**config.mk**
```make
export PLATFORM = sky130hd
export DESIGN_NAME = kaf_div
export DESIGN_NICKNAME = d
export VERILOG_FILES = /design/src/hdl/kaf_pkg.sv /design/src/hdl/kaf_div.sv
export SDC_FILE = /design/constraint.sdc
export NUM_CORES = 1
export LEC_CHECK = 0
export BUFFER_PORTS_ARGS = -buffer_cell sky130_fd_sc_hd__buf_2
export CAP_MARGIN = 20
export CORE_ASPECT_RATIO = 2
export CORE_MARGIN = 5
export CORE_UTILIZATION = 55
export CTS_CLUSTER_DIAMETER = 50
export DETAILED_ROUTE_END_ITERATION = 7
export PLACE_DENSITY = 0.84
export RECOVER_POWER = 100
export SLEW_MARGIN = 20
export SYNTH_ARGS = -nofsm -noshare
export SYNTH_HDL_FRONTEND = slang
export SYNTH_SLANG_ARGS = --single-unit
```
**constraint.sdc**
```tcl
create_clock -name clk -period 7.1 [get_ports clk]
set_input_delay 1.065 -clock clk [delete_from_list [all_inputs] [get_ports clk]]
set_output_delay 1.065 -clock clk [all_outputs]
set_load 0.01 [all_outputs]
```
**src/hdl/kaf_pkg.sv**
```systemverilog
// Package for the two-state angle Kalman filter: reset values of the settings,
// register indexes, fixed-point widths and a saturation helper.
// No dependencies.
`timescale 1ns / 1ps
`default_nettype none
package kaf_pkg;

    localparam int STATE_FRAC = 24;
    localparam int STATE_W    = 32;
    localparam int DEFAULT_DATA_WIDTH = 32;
    localparam int DEFAULT_FRAC_BITS  = 16;

    localparam int CFG_IDX_W  = 3;
    localparam int CFG_DATA_W = 32;

    localparam logic [CFG_IDX_W-1:0] REG_ANGLE_NOISE = 3'd0;
    localparam logic [CFG_IDX_W-1:0] REG_BIAS_NOISE  = 3'd1;
    localparam logic [CFG_IDX_W-1:0] REG_MEAS_NOISE  = 3'd2;
    localparam logic [CFG_IDX_W-1:0] REG_INTERVAL    = 3'd3;

    localparam logic [31:0] ANGLE_NOISE_RESET = 32'd16777;
    localparam logic [31:0] BIAS_NOISE_RESET  = 32'd50332;
    localparam logic [31:0] MEAS_NOISE_RESET  = 32'd503316;
    localparam logic [23:0] INTERVAL_RESET    = 24'd83886;

    // Multiplier operand and rounded product widths.
    localparam int MUL_A_W = 36;
    localparam int MUL_B_W = 33;
    localparam int MUL_P_W = MUL_A_W + MUL_B_W;
    localparam int MUL_Q_W = MUL_P_W - STATE_FRAC;

    // Divider: dividend is |p| * 2^24, divisor is |S|.
    localparam int DIV_NUM_W = STATE_W + STATE_FRAC;
    localparam int DIV_DEN_W = 34;

    localparam int SAT_W = 48;

    function automatic logic signed [STATE_W-1:0] sat32(input logic signed [SAT_W-1:0] v);
        logic signed [SAT_W-1:0] hi;
        logic signed [SAT_W-1:0] lo;
        hi = SAT_W'(32'sh7fff_ffff);
        lo = -hi - SAT_W'(1);
        if (v > hi)
            return 32'sh7fff_ffff;
        else if (v < lo)
            return 32'sh8000_0000;
        else
            return v[STATE_W-1:0];
    endfunction

endpackage
`default_nettype wire

```
**src/hdl/kaf_div.sv**
```systemverilog
// Bit-serial signed divider for the Kalman gain: q = num * 2^24 / den,
// truncated toward zero and saturated to 32 bits; zero when den is zero.
// Depends on kaf_pkg.
`timescale 1ns / 1ps
`default_nettype none
module kaf_div (
    input  wire logic                                   clk,
    input  wire logic                                   rst_n,
    input  wire logic                                   start,
    input  wire logic signed [kaf_pkg::STATE_W-1:0]     num,
    input  wire logic signed [kaf_pkg::DIV_DEN_W-1:0]   den,
    output logic                                        done,
    output logic signed [kaf_pkg::STATE_W-1:0]          quot
);
    import kaf_pkg::*;

    localparam int CNT_W = $clog2(DIV_NUM_W);
    localparam logic [CNT_W-1:0] LAST = CNT_W'(DIV_NUM_W - 1);

    logic                  busy_reg;
    logic [CNT_W-1:0]      cnt_reg;
    logic [DIV_DEN_W-1:0]  rem_reg;
    logic [DIV_DEN_W-1:0]  dsr_reg;
    logic [DIV_NUM_W-1:0]  dvd_reg;
    logic [DIV_NUM_W-1:0]  q_reg;
    logic                  neg_reg;
    logic                  done_reg;
    logic signed [STATE_W-1:0] quot_reg;

    logic [DIV_DEN_W:0]    trial;
    logic                  ge;
    logic [DIV_DEN_W-1:0]  rem_next;
    logic [DIV_NUM_W-1:0]  q_next;
    logic [STATE_W-1:0]    num_mag;
    logic [DIV_DEN_W-1:0]  den_mag;
    logic signed [STATE_W-1:0] quot_next;

    always_comb
    begin
        trial    = {rem_reg, dvd_reg[DIV_NUM_W-1]};
        ge       = trial >= {1'b0, dsr_reg};
        rem_next = ge ? DIV_DEN_W'(trial - {1'b0, dsr_reg}) : trial[DIV_DEN_W-1:0];
        q_next   = {q_reg[DIV_NUM_W-2:0], ge};
        num_mag  = num[STATE_W-1] ? STATE_W'(-num) : STATE_W'(num);
        den_mag  = den[DIV_DEN_W-1] ? DIV_DEN_W'(-den) : DIV_DEN_W'(den);
        if (!neg_reg)
        begin
            if (q_next[DIV_NUM_W-1:STATE_W-1] != '0)
                quot_next = 32'sh7fff_ffff;
            else
                quot_next = signed'(q_next[STATE_W-1:0]);
        end
        else
        begin
            if (q_next[DIV_NUM_W-1:STATE_W] != '0 ||
                (q_next[STATE_W-1] && q_next[STATE_W-2:0] != '0))
                quot_next = 32'sh8000_0000;
            else
                quot_next = signed'(STATE_W'(-q_next[STATE_W-1:0]));
        end
    end

    always_ff @(posedge clk or negedge rst_n)
    begin
        if (!rst_n)
        begin
            busy_reg <= 1'b0;
            done_reg <= 1'b0;
            cnt_reg  <= '0;
        end
        else
        begin
            done_reg <= 1'b0;
            if (start)
            begin
                if (den == '0)
                begin
                    quot_reg <= '0;
                    done_reg <= 1'b1;
                end
                else
                begin
                    busy_reg <= 1'b1;
                    cnt_reg  <= '0;
                end
                rem_reg <= '0;
                dsr_reg <= den_mag;
                dvd_reg <= {num_mag, {STATE_FRAC{1'b0}}};
                q_reg   <= '0;
                neg_reg <= num[STATE_W-1] ^ den[DIV_DEN_W-1];
            end
            else if (busy_reg)
            begin
                rem_reg <= rem_next;
                q_reg   <= q_next;
                dvd_reg <= {dvd_reg[DIV_NUM_W-2:0], 1'b0};
                cnt_reg <= cnt_reg + CNT_W'(1);
                if (cnt_reg == LAST)
                begin
                    busy_reg <= 1'b0;
                    done_reg <= 1'b1;
                    quot_reg <= quot_next;
                end
            end
        end
    end

    assign done = done_reg;
    assign quot = quot_reg;

endmodule
`default_nettype wire

```
[Word-level counts from Yosys, hierarchy flattened]
Index checks and enable logic that the tools add are counted.
Cells by class
  multiplexer cells: 25
  magnitude comparators: 1
  $add $sub $neg: 5
  bitwise logic cells: 1
  reduce and logical (&&, ||, !) cells: 12
  equal/unequal tests: 3
Operator list (count)
  2-to-1 mux 32 bit: 8
  2-to-1 mux 56 bit: 3
  2-to-1 mux 34 bit: 2
  negation 32 bit: 2
  >= comparator 35 x 34 -> 1 bit: 1
  logical NOT 34 bit: 1
  negation 34 bit: 1
  subtractor 34 bit: 1
  2-to-1 mux 33 bit: 1
  nonzero test 31 bit: 1
  nonzero test 25 bit: 1
  nonzero test 24 bit: 1
  2-to-1 mux 6 bit: 3
  2-to-1 mux 1 bit: 8
  adder 6 x 1 -> 6 bit, second input constant: 1
  == test 6 bit, second input constant: 1
  AND reduction 2 bit: 3
  AND reduction 4 bit: 1
  nonzero test 2 bit: 2
  inequality test 2 x 1 -> 1 bit, second input constant: 1
  inequality test 2 bit, second input constant: 1
  logical AND 1 bit: 1
  logical OR 1 bit: 1
  bitwise XOR 1 bit: 1
Word-level totals
  bits in registers: 221
  output and inout port bits: 33
  input port bits: 69
  logic and storage cells: 58

[Logic depth before layout (Yosys ltp)]
  depth in word-level cells: 9
  mapped depth: 22
  depth with buffers taken out: 18

[Worst setup path after synthesis]
OpenSTA, ideal clock, no wires.
  path type: register -> register
  start point: register rem_reg[13]
  end point: register quot_reg[11], in the netlist quot[11] (data pin)
  data required time: 6.954 ns
  stages on the path, launching flop included: 20
  arrival time: 4.508 ns
  setup slack: 2.446 ns
  clock period less this slack: 4.654 ns
  setup time: 0.146 ns
  buffers on the path: 2
  cells stage by stage: edfxtp_1 > ha_1 > a21oi_1 > o21a_1 > o21ai_0 > a21boi_0 > a2111oi_4 > or2_1 > buf_4 > inv_2 > clkbuf_1 > ha_1 > nand2b_1 > nor4b_2 > nand3_1 > nor3_1 > nor2_1 > a21oi_1 > o21ai_0 > a21oi_1
Between the ends
  longest elaborated chain between the ends: 9
  elaborated cells on any way between the ends: 10
  those cells by class: add/sub (1); order compare (1); mux (5); reduce/logical (3)
Ends and longest elaborated chain
  start: declaration: line kaf_div.sv:22  | logic [DIV_DEN_W-1:0] rem_reg;
  start signal: assignment: line kaf_div.sv:94  | rem_reg <= rem_next;
  >= comparator 35 x 34 -> 1 bit *: line kaf_div.sv:41  | ge = trial >= {1'b0, dsr_reg};
  branches (longest 3 deep; another with negation 32 bit)
  2-to-1 mux 32 bit *: line kaf_div.sv:55  | if (q_next[DIV_NUM_W-1:STATE_W] != '0 ||
  2-to-1 mux 32 bit *: line kaf_div.sv:46  | if (!neg_reg)
  2-to-1 mux 32 bit *: line kaf_div.sv:98  | if (cnt_reg == LAST)
  2-to-1 mux 32 bit *: line kaf_div.sv:92  | else if (busy_reg)
  2-to-1 mux 32 bit *: line kaf_div.sv:74  | if (start)
  end signal: assignment: line kaf_div.sv:102  | quot_reg <= quot_next;
  end: declaration: line kaf_div.sv:28  | logic signed [STATE_W-1:0] quot_reg;
Every way passes the cells marked *. The select of a mux whose other input is x is not followed.
A chain may end at the register's enable or synchronous reset.

==> flow_summary_export.csv <==
group,metric,value,unit
layout,finalNetCount,1518,
synthesis,synth_seq_cells,220,
floorplan,initial_core_util,55.36,%
min_path,hp-start,"cnt_reg[5]$_DFFE_PN0P_",
layout,n_fill_cell,2117,
worst_setup_path,critical_path_required,7.37,ns
pwr,comb_power_share,21.7,%
sta,fmax,0.1568,GHz
pwr,p_clk_share,33.2,%
routing,vias_per_cell,6.265,
global_routing,track_usage,23.47,%
clock_tree,htree_levels,1,
clock_tree,cts_resized,0,
sta,max-slew-margin-rel,-132.7,%
floorplan,row_count,82,
clock_tree,clk_pin_slew,0.06,ns
clock_tree,cts_tree,"built",
layout,largest_reg_flops,56,
pwr,swShare,29.01,%
worst_setup_path,r2r_cells,16,
routing,wl_per_cell,19.20,um
min_path,hold_end,"cnt_reg[5]$_DFFE_PN0P_",
sta,period_share,89.80,%
global_routing,grt_pass1_wl,54.77,mm
placed_design,dp.final_hpwl,23.39,mm
worst_setup_path,critPathMaxStageDelay,2.42,ns
min_path,holdPathStages,2,
layout,diodes,0,
pwr,p_int,2.553,mW
sta,final_hold_viol_count,0,
layout,fin_util,60.74,%
floorplan,dieWidth,121.8,um
worst_setup_path,critPathCaptureType,"flop",
layout,syn2layout_area_growth,9.722,%
worst_setup_path,rr_endpoint,"quot[13]$_SDFFCE_PP0P_",
worst_setup_path,path_max_fanout,76,
status,status,"finished with violations",
clock_tree,cts_root_buf,"clkbuf_16",
routing,antenna_left,0,
synthesis,yosysWarnings,0,
worst_setup_path,critPathMostFrequentCell,"clkbuf_1",
pwr,p_per_area,238.5,nW/um^2
routing,totalWireLength,33.81,mm
placed_design,gp_congestion,0.9825,
sta,layout_setup_ws,0.7241,ns
sta,rsz0062_at_grt,"no",
min_path,hold_class,"reg2reg",
sta,period_minus_slack,6.376,ns
routing,dr.pass1.iters,6,
routing,drtIter0Drc,1135,
run,cap_violations,6,
pwr,p_leak,6.004,nW
routing,vias,11030,
placed_design,io_buffers,101,
sta,setup_viol,0,
floorplan,pin_count,102,
synthesis,synth_ff_type,"edfxtp_1",
synthesis,synthCells,1350,
pwr,peakVddDrop,227.7,uV
sta,fin_skew,0.02531,ns
worst_setup_path,reg2reg_from,"rem_reg[13]$_SDFFCE_PP0P_",
layout,drive_gt1_share,9.123,%
pwr,switchingPower,1.043,mW
worst_setup_path,worst-setup-path-type,"in2reg",
worst_setup_path,r2r_setup_slack,0.80,ns
clock_tree,clk_latency,0.54,ns
worst_setup_path,critical_path_buf_inv_count,3,
synthesis,syn_area,13740,um^2
synthesis,synth_edf_count,212,
clock_tree,numCtsBuffers,21,
sta,finalMaxSlewViolations,280,
clock_tree,postCtsSetupRepairBufs,0,
synthesis,syn_nets,1458,
worst_setup_path,crit_chain,"clkbuf_1, clkbuf_1, nor2b_2, clkbuf_2, a32o_1, a31o_2",
clock_tree,clockBufferDepth,3,
placed_design,dp_slack,1.004,ns
synthesis,avgSynthCellArea,10.18,um^2
clock_tree,numClockSinks,220,
routing,drc,0,
worst_setup_path,arrival,6.64,ns
worst_setup_path,crit_start,"start",
floorplan,die_area,28440,um^2
worst_setup_path,start_kind,"input pin",
synthesis,ys_seq_area_share,47.77,%
synthesis,synthArstFlopShare,3.636,%
sta,tns,0,ns
global_routing,grt_max_degree,85,
synthesis,yosysUniqueCellTypes,82,
global_routing,grt_pass1_vias,10660,
layout,final_common_cell,"edfxtp_1",
status,violations,"max-capacitance violations, max-slew violations",
sta,worst_pin_slew,3.491,ns
layout,layout_common_cells,"212 x edfxtp_1, 158 x nor2_1, 117 x nand2_1",
global_routing,antenna_found_initial,0,
worst_setup_path,slowest_stage,"clkbuf_1",
clock_tree,cts_hold_buffers,0,
floorplan,die_h,233.6,um
pwr,p_seq_share,45.1,%
floorplan,core_area,24830,um^2
global_routing,grt.overflow.total,0,
worst_setup_path,path_delay_family,"buffers and inverters",
## cells by family (layout without fill, tap and decap cells)
family | count (synthesis) | count (layout) | synth area share, %
and+or+nand+nor | 462 | 462 | 16.54
xor gates and xnor gates | 81 | 81 | 5.162
buffers and inverters | 133 | 208 | 3.714
DFF | 220 | 220 | 47.77
muxes | 85 | 85 | 6.218
AOI/OAI and AO/OA | 330 | 330 | 16.99
adders and majority gates | 39 | 39 | 3.605
## tightest hold or removal path: cells and delay by family, from the launching register on
| family | cells | cell delay, ns |
|---|---|---|
| flops | 1 | 0.36 |
| xor+xnor | 1 | 0.08 |
| simple gates | 1 | 0.07 |
## per-stage QoR
stage	instance area, um^2	power [mW]	std cells	hold slack (ns)
2_1_floorplan	13740	2.196	1350	0.4963
3_3_place_gp	14470	2.379	1722	0.5225
3_5_place_dp	14470	2.410	1722	0.5330
4_1_cts	15180	3.600	1760	0.4262
5_1_grt	15080	3.760	1761	0.5621
6_report	15080	3.596	1761	0.5451
## metal layers
layer / track usage [%] / wire length, um
met3: 2.472 / 1732
met2: 39.34 / 16640
met5: 0 / 0
met1: 31.29 / 14160
met4: 8.976 / 1273
## cells in the mapped netlist (5+ instances only)
| library cell | n | area, um^2 |
|---|---|---|
| nor2_1 | 158 | 593.1 |
| or4_1 | 16 | 120.1 |
| nand2b_1 | 22 | 137.6 |
| inv_1 | 54 | 202.7 |
| and2_1 | 9 | 56.30 |
| o31ai_1 | 24 | 180.2 |
| xor2_1 | 15 | 131.4 |
| dfrtp_1 | 8 | 200.2 |
| a31oi_1 | 17 | 106.4 |
| o211ai_1 | 6 | 45.04 |
| nor3_1 | 30 | 150.1 |
| o41ai_1 | 9 | 78.83 |
| a311oi_1 | 27 | 236.5 |
| nand4_1 | 12 | 75.07 |
| nand4b_1 | 5 | 43.79 |
| nor2b_1 | 10 | 62.56 |
| o21a_1 | 7 | 52.55 |
| clkbuf_1 | 58 | 217.7 |
| a21oi_1 | 73 | 365.4 |
| buf_2 | 6 | 30.03 |
| o211a_1 | 5 | 50.05 |
| o21ai_0 | 59 | 295.3 |
| nand3_1 | 22 | 110.1 |
| mux2i_1 | 82 | 820.8 |
| nor4_1 | 16 | 100.1 |
| edfxtp_1 | 212 | 6366 |
| xnor2_1 | 66 | 578.1 |
| or3_1 | 18 | 112.6 |
| a211oi_1 | 5 | 37.54 |
| a21o_1 | 15 | 112.6 |
| ha_1 | 38 | 475.5 |
| buf_1 | 12 | 45.04 |
| nand2_1 | 117 | 439.2 |
| a22o_1 | 32 | 280.3 |
## worst max-delay path by stage
| stage | to | slack [ns] | depth (start not counted) |
|---|---|---|---|
| 2_1_floorplan | quot[11]$_SDFFCE_PP0P_ | 2.45 | 19 |
| 3_3_place_gp | quot[13]$_SDFFCE_PP0P_ | 1.40 | 16 |
| 3_5_place_dp | quot[13]$_SDFFCE_PP0P_ | 1.00 | 16 |
| 4_1_cts | quot[13]$_SDFFCE_PP0P_ | 0.96 | 16 |
| 5_1_grt | rem_reg[12]$_SDFFCE_PP0P_ | 0.27 | 6 |
| 6_report | rem_reg[12]$_SDFFCE_PP0P_ | 0.72 | 6 |
## power by group through the flow
stage	logic (mW)	clock network, mW	registers [mW]
3_5_place_dp	0.766	0	1.64
6_report	0.782	1.19	1.62
3_3_place_gp	0.741	0	1.64
5_1_grt	0.866	1.26	1.63
4_1_cts	0.774	1.21	1.62
2_1_floorplan	0.578	0	1.62
## area by class of cell
cell class	count	area, um^2	share of cell area [%]
inverter	56	210.2	1.394
sequential	220	6570	43.57
clock buffer	27	548.0	3.634
multi-input combinational	997	6645	44.06
tap	336	420.4	2.788
clock inverter	11	161.4	1.070
timing repair buffer	114	525.5	3.485
Power figures use the tool's default switching activity.
